==> config.mk <==
export PLATFORM = sky130hd
export DESIGN_NAME = jpeg_exif_segment_locator
export DESIGN_NICKNAME = d
export VERILOG_FILES = /design/src/rtl/jesl_pkg.sv /design/src/rtl/jesl_parser.sv /design/src/rtl/jpeg_exif_segment_locator.sv
export SDC_FILE = /design/constraint.sdc
export NUM_CORES = 1
export LEC_CHECK = 0
export BUFFER_PORTS_ARGS = -buffer_cell sky130_fd_sc_hd__buf_2
export CORE_AREA = 4 4 169 171
export DETAILED_ROUTE_END_ITERATION = 16
export DIE_AREA = 0 0 173 175
export PLACE_DENSITY_LB_ADDON = 0.12
export SYNTH_ARGS = -nofsm -noshare
export SYNTH_HDL_FRONTEND = slang
export SYNTH_SLANG_ARGS = --single-unit
==> constraint.sdc <==
create_clock -name clk -period 6.53 [get_ports clk]
set_input_delay 0.3265 -clock clk [delete_from_list [all_inputs] [get_ports clk]]
set_output_delay 0.3265 -clock clk [all_outputs]
set_load 0.02 [all_outputs]
==> src/rtl/jesl_pkg.sv <==
// Shared types, marker codes and helper functions for the JPEG Exif segment locator.
// Used by jesl_parser, jpeg_exif_segment_locator and jesl_checker; no dependencies.

package jesl_pkg;

  localparam logic [15:0] MK_SOI    = 16'hFFD8;
  localparam logic [15:0] MK_EOI    = 16'hFFD9;
  localparam logic [15:0] MK_SOS    = 16'hFFDA;
  localparam logic [15:0] MK_APP1   = 16'hFFE1;
  localparam logic [15:0] MK_APP0   = 16'hFFE0;
  localparam logic [15:0] MK_APP15  = 16'hFFEF;
  localparam logic [15:0] MK_COM    = 16'hFFFE;
  localparam logic [15:0] MK_DQT    = 16'hFFDB;
  localparam logic [15:0] MK_DRI    = 16'hFFDD;
  localparam logic [15:0] MK_SOF0   = 16'hFFC0;
  localparam logic [15:0] MK_SOF2   = 16'hFFC2;
  localparam logic [15:0] MK_DHT    = 16'hFFC4;
  localparam logic [15:0] MIN_LEN   = 16'd2;

  typedef enum logic [3:0] {
    PH_SOI_HI = 4'd0,
    PH_SOI_LO = 4'd1,
    PH_MK_HI  = 4'd2,
    PH_MK_LO  = 4'd3,
    PH_LEN_HI = 4'd4,
    PH_LEN_LO = 4'd5,
    PH_SKIP   = 4'd6,
    PH_SIG    = 4'd7,
    PH_DONE   = 4'd8
  } phase_t;

  typedef enum logic [2:0] {
    ST_FOUND     = 3'd0,
    ST_TRUNCATED = 3'd1,
    ST_NO_SOI    = 3'd2,
    ST_BAD_SEG   = 3'd3,
    ST_END_IMAGE = 3'd4,
    ST_UNSUP     = 3'd5
  } status_t;

  typedef struct packed {
    logic [7:0] data_byte;
    logic       last_byte;
  } in_item_t;

  typedef struct packed {
    status_t     status;
    logic [31:0] segment_offset;
    logic [16:0] segment_size;
  } out_item_t;

  function automatic logic skippable(input logic [15:0] m);
    logic hit;
    hit = (m >= MK_APP0 && m <= MK_APP15) || (m == MK_COM) ||
          (m >= MK_DQT && m <= MK_DRI) ||
          (m == MK_SOF0) || (m == MK_SOF2) || (m == MK_DHT);
    return hit;
  endfunction

  function automatic logic [7:0] exif_sig_byte(input logic [1:0] idx);
    logic [7:0] v;
    case (idx)
      2'd0: v = 8'h45;
      2'd1: v = 8'h78;
      2'd2: v = 8'h69;
      default: v = 8'h66;
    endcase
    return v;
  endfunction

endpackage

==> src/rtl/jesl_parser.sv <==
// Byte-wise marker segment parser: holds the parse state and forms at most one result per image.
// Depends on jesl_pkg.

module jesl_parser
  import jesl_pkg::*;
(
  input  logic      clk,
  input  logic      rst_n,
  input  logic      accept,
  input  in_item_t  item,
  output logic      res_valid,
  output out_item_t res
);

  phase_t      phase_r, phase_nxt;
  logic [15:0] marker_r, marker_nxt;
  logic [15:0] len_r, len_nxt;
  logic [15:0] skip_r, skip_nxt;
  logic [1:0]  sig_idx_r, sig_idx_nxt;
  logic        sig_match_r, sig_match_nxt;
  logic [31:0] byte_pos_r, byte_pos_nxt;
  logic [31:0] marker_pos_r, marker_pos_nxt;

  logic [7:0]  b;
  logic [15:0] code;
  logic [15:0] len_full;
  logic        hit;
  logic        match;
  status_t     st;

  always_comb begin
    b              = item.data_byte;
    code           = {marker_r[7:0], b};
    len_full       = {len_r[15:8], b};
    match          = sig_match_r && (b == exif_sig_byte(sig_idx_r));
    phase_nxt      = phase_r;
    marker_nxt     = marker_r;
    len_nxt        = len_r;
    skip_nxt       = skip_r;
    sig_idx_nxt    = sig_idx_r;
    sig_match_nxt  = sig_match_r;
    byte_pos_nxt   = byte_pos_r + 32'd1;
    marker_pos_nxt = marker_pos_r;
    hit            = 1'b0;
    st             = ST_TRUNCATED;
    res_valid      = 1'b0;
    res            = '0;

    case (phase_r)
      PH_SOI_HI: begin
        marker_nxt = {8'h00, b};
        phase_nxt  = PH_SOI_LO;
      end
      PH_SOI_LO: begin
        marker_nxt = code;
        if (code != MK_SOI) begin
          hit = 1'b1;
          st  = ST_NO_SOI;
        end else begin
          phase_nxt = PH_MK_HI;
        end
      end
      PH_MK_HI: begin
        marker_nxt     = {8'h00, b};
        marker_pos_nxt = byte_pos_r;
        phase_nxt      = PH_MK_LO;
      end
      PH_MK_LO: begin
        marker_nxt = code;
        if (code == MK_EOI) begin
          hit = 1'b1;
          st  = ST_END_IMAGE;
        end else begin
          phase_nxt = PH_LEN_HI;
        end
      end
      PH_LEN_HI: begin
        len_nxt   = {b, 8'h00};
        phase_nxt = PH_LEN_LO;
      end
      PH_LEN_LO: begin
        len_nxt = len_full;
        if (len_full < MIN_LEN) begin
          hit = 1'b1;
          st  = ST_BAD_SEG;
        end else if (marker_r == MK_APP1) begin
          sig_idx_nxt   = 2'd0;
          sig_match_nxt = 1'b1;
          phase_nxt     = PH_SIG;
        end else if (skippable(marker_r)) begin
          skip_nxt  = len_full - MIN_LEN;
          phase_nxt = (len_full != MIN_LEN) ? PH_SKIP : PH_MK_HI;
        end else if (marker_r == MK_SOS) begin
          hit = 1'b1;
          st  = ST_END_IMAGE;
        end else begin
          hit = 1'b1;
          st  = ST_UNSUP;
        end
      end
      PH_SKIP: begin
        skip_nxt = skip_r - 16'd1;
        if (skip_r == 16'd1) begin
          phase_nxt = PH_MK_HI;
        end
      end
      PH_SIG: begin
        sig_match_nxt = match;
        if (sig_idx_r == 2'd3) begin
          hit = 1'b1;
          st  = match ? ST_FOUND : ST_BAD_SEG;
        end else begin
          sig_idx_nxt = sig_idx_r + 2'd1;
        end
      end
      default: begin
      end
    endcase

    if (hit) begin
      res_valid  = accept;
      res.status = st;
      if (st == ST_FOUND) begin
        res.segment_offset = marker_pos_r;
        res.segment_size   = {1'b0, len_r} + 17'd2;
      end
      phase_nxt = PH_DONE;
    end else if (item.last_byte && phase_r != PH_DONE) begin
      res_valid  = accept;
      res.status = ST_TRUNCATED;
    end

    if (item.last_byte) begin
      phase_nxt      = PH_SOI_HI;
      marker_nxt     = '0;
      len_nxt        = '0;
      skip_nxt       = '0;
      sig_idx_nxt    = '0;
      sig_match_nxt  = 1'b1;
      byte_pos_nxt   = '0;
      marker_pos_nxt = '0;
    end
  end

  always_ff @(posedge clk) begin
    if (!rst_n) begin
      phase_r      <= PH_SOI_HI;
      marker_r     <= '0;
      len_r        <= '0;
      skip_r       <= '0;
      sig_idx_r    <= '0;
      sig_match_r  <= 1'b1;
      byte_pos_r   <= '0;
      marker_pos_r <= '0;
    end else if (accept) begin
      phase_r      <= phase_nxt;
      marker_r     <= marker_nxt;
      len_r        <= len_nxt;
      skip_r       <= skip_nxt;
      sig_idx_r    <= sig_idx_nxt;
      sig_match_r  <= sig_match_nxt;
      byte_pos_r   <= byte_pos_nxt;
      marker_pos_r <= marker_pos_nxt;
    end
  end

endmodule

==> src/rtl/jpeg_exif_segment_locator.sv <==
// Top level of the JPEG Exif segment locator: parser plus the result register.
// Depends on jesl_pkg and jesl_parser.
//
// The input channel (in_valid, in_ready, in_data) carries one stream byte per
// transaction, with last_byte set on the final byte of an image. The output
// channel (out_valid, out_ready, out_data) carries at most one result per image:
// the Exif APP1 offset and size, or the reason the search ended.
// A result appears in the output register in the cycle after the byte that decides
// it is accepted. The block takes one byte every cycle while in_ready is high; its
// rate is set by the single parse state update per byte.
// A stalled result stays in the output register, and a new byte is still taken
// in the cycle that the result is taken. Only while a result waits and out_ready
// is low does in_ready drop.
// After the byte marked last the parse state returns to its reset values, so the
// next byte starts a new image. Reset clears the parse state and empties the
// output register.

module jpeg_exif_segment_locator
  import jesl_pkg::*;
(
  input  logic      clk,
  input  logic      rst_n,
  input  logic      in_valid,
  output logic      in_ready,
  input  in_item_t  in_data,
  output logic      out_valid,
  input  logic      out_ready,
  output out_item_t out_data
);

  logic      accept;
  logic      res_valid;
  out_item_t res;
  logic      out_valid_r, out_valid_nxt;
  out_item_t out_data_r;

  assign in_ready = !out_valid_r || out_ready;
  assign accept   = in_valid && in_ready;

  jesl_parser u_parser (
    .clk       (clk),
    .rst_n     (rst_n),
    .accept    (accept),
    .item      (in_data),
    .res_valid (res_valid),
    .res       (res)
  );

  always_comb begin
    out_valid_nxt = out_valid_r;
    if (res_valid) begin
      out_valid_nxt = 1'b1;
    end else if (out_ready) begin
      out_valid_nxt = 1'b0;
    end
  end

  always_ff @(posedge clk) begin
    if (!rst_n) begin
      out_valid_r <= 1'b0;
    end else begin
      out_valid_r <= out_valid_nxt;
    end
  end

  always_ff @(posedge clk) begin
    if (res_valid) begin
      out_data_r <= res;
    end
  end

  assign out_valid = out_valid_r;
  assign out_data  = out_data_r;

endmodule

==> flow_summary.ini <==
[clock_network]
clockBufferDepth = 2
numClockSinks = 172
numCtsBuffers = 17
path_clk_slew_ns = 0.08
postCtsSetupRepairBufs = 0
cts_max_level = 4
cts_hold_buffers = 0
post_cts_resized = 0
cts-root-buf = clkbuf_16
clk_latency_ns = 0.43
cts_tree = done

[logic_synthesis]
synth_ff_type = dfxtp_1
yosysTopAreaCellShare_pct = 29.8
synth_compound_area_share_pct = 13.9
ys_warn_count = 0
synth_area_leaders = dfxtp_1, edfxtp_1, nor2_1
synthXorXnorAreaFrac_pct = 7.06
synth_top_family_by_area = simple AND/OR/NAND/NOR gates
syn-num-nets = 885
synth-simple-area-share_pct = 24.3
synth_top_area_cell = dfxtp_1
synth_area_per_cell_um2 = 9.33
synthAdderAreaFrac_pct = 1.24
yosysMostFrequentCell = nor2_1
yosys_register_bits = 172
syn_area_um2 = 8070
syn_inst = 864
synth_seq_area_share_pct = 49.1
synth_mux_area_share_pct = 0.372
synthArstFlopShare_pct = 0
synth_cell_types = 65
synth-edff-count = 52
ys_top_cells_by_count = nor2_1, dfxtp_1, a22oi_1, nand2_1, edfxtp_1

[worst_setup_path]
crit_fanout = 36
crit_slowest_cell = or4_1
cp.arrival_ns = 3.50
max_stage_delay_ns = 0.57
critPathRequiredTime_ns = 6.60
critPathLaunchType = flip-flop
crit_chain = or4_1 -> or3_1 -> o31ai_4 -> nor3b_2 -> o21a_1 -> nor2_4 -> buf_4
cp-end-kind = flip-flop
crit_type = flip-flop to flip-flop

[sta]
tns_ns = 0
min_period_ns = 3.43
clock_skew_ns = 0.0147
fmax_ghz = 0.292
hold_violations = 0
slew_violations = 0
rsz0062_at_grt = false
post-route-period-util_pct = 52.5
finalSetupViolCount = 0
worst_pin_slew_ns = 1.23
whs_ns = 0.235
maxSlewHeadroom_pct = 17.5

[global_route]
first_global_vias = 6023
grt_overflow_total = 0
grt_max_degree = 74
global_route.peak_usage_layer = met2
grt_pass1_wl_um = 34400
grtUsageMet2_pct = 20.9
grtUsageMet3_pct = 2.94
track_usage_pct = 14.0
antenna_found_initial = 1
grtUsageMet1_pct = 20.5

[routing]
drt_pass1_iterations = 5
drtIter0Drc = 407
wl_per_cell_um = 16.8
vias_per_cell = 5.06
ant_nets = 0
via_count = 6315
wl_um = 21000
drcViolationCount = 0

[floorplan]
ios = 67
die_x_um = 173
num_rows = 60
initial_core_util_pct = 30.0
dieArea_um2 = 30300
core_area_um2 = 26900
die_y_um = 175

[power]
max-vdd-ir-drop_v = 0.000169
finalPower_mw = 2.43
power_leakage_nw = 3.29
power_per_cell_area_nw_per_um2 = 263

[finish]
areaGrowthSynthToFinish_pct = 14.9
fillers = 2809
postLayoutCellArea_um2 = 9260
final_cells = 1248
antenna_cells = 0
layout-drive-gt1-share_pct = 13.1
layout.nets = 915

[placement]
io_buffers = 66
post-dp-hpwl_um = 14300
gp_congestion = 0.771
dpl.cell_count = 1216
placed_area_um2 = 8620

[worst_hold_path]
hold_path_class = input port to flip-flop

[run_status]
status = completed

[flow_run]
maxCapViolCount = 0
==> worst paths after layout <==
kind | startpoint | endpoint | slack [ns] | cells past startpoint
hold reg to reg | u_parser.marker_pos_r[16] | u_parser.marker_pos_r[16] | 0.49 | 2
setup / recovery | u_parser.len_r[11] | out_data[13] | 3.10 | 7
setup reg to reg | u_parser.len_r[11] | out_data[13] | 3.10 | 7
hold / removal | in_valid | out_valid | 0.24 | 3
==> through the flow <==
step | worst slack, ns | util (%)
global route | 2.88 | 34.5
detailed placement | 2.80 | 32.1
CTS | 3.05 | 34.5
finish | 3.10 | 34.5
global placement | 2.81 | 32.1
floorplan | 1.83 | -
==> worst max-delay path, delay by kind of cell, from the launching register on <==
kind            cells  cell delay (ns)
compound gates      2             0.47
flops               1             0.40
simple gates        4             1.66
buf+inv             1             0.50
==> cells by family after synthesis <==
| family | count (synthesis) |
|---|---|
| AOI/OAI and AO/OA | 161 |
| xor gates and xnor gates | 65 |
| adders and majority gates | 8 |
| buffers and inverters | 74 |
| DFF | 172 |
| muxes | 3 |
| and+or+nand+nor | 381 |
==> layout by cell type (no fill, tap or decap), types with 6 or more instances in the layout <==
master / Yosys / layout
nand4_1: 17 / 17
or3_1: 14 / 14
o211ai_1: 6 / 6
inv_1: 12 / 12
and3_1: 10 / 10
xor2_1: 43 / 43
nand2_1: 53 / 53
and4_1: 7 / 7
a22oi_1: 56 / 56
xnor2_1: 22 / 22
o21ai_0: 20 / 20
nor4_1: 14 / 14
edfxtp_1: 52 / 52
a211oi_1: 6 / 6
nand3_1: 42 / 42
clkbuf_16: 0 / 17
and2_1: 38 / 38
buf_2: 2 / 66
nor3_1: 15 / 15
ha_1: 8 / 8
dfxtp_1: 120 / 120
nor2_1: 131 / 130
a32o_1: 6 / 6
a21oi_1: 28 / 28
==> area by class of cell <==
class / instances / area, um2 / area share (%)
flip-flops and latches: 172 / 3960 / 42.8
multi-input cells: 618 / 3810 / 41.1
well taps: 341 / 427 / 4.61
clock buffers: 17 / 425 / 4.59
repair buffers: 71 / 368 / 3.97
clock inverters: 15 / 221 / 2.39
inverters: 14 / 52.6 / 0.567
==> power by group <==
group / switching [mW] / total [mW] / internal, mW
clock: 0.509 / 1.11 / 0.597
combinational: 0.132 / 0.186 / 0.0542
sequential: 0.0189 / 1.14 / 1.12
==> flip-flops by register name, indices dropped and copies added, names as in the netlist, 2 cells and up <==
name and cells:
out_data 52, u_parser.byte_pos_r 32, u_parser.len_r 16, u_parser.marker_pos_r 32
u_parser.marker_r 16, u_parser.phase_r 4, u_parser.sig_idx_r 2, u_parser.skip_r 16
==> layer usage <==
metal  share of wire [%]  wire length, um
met1                  50            10600
met2                  44             9340
met3                 4.2              886
met4                 1.1              241
met5               0.057               12
Power figures use the tool's default switching activity.
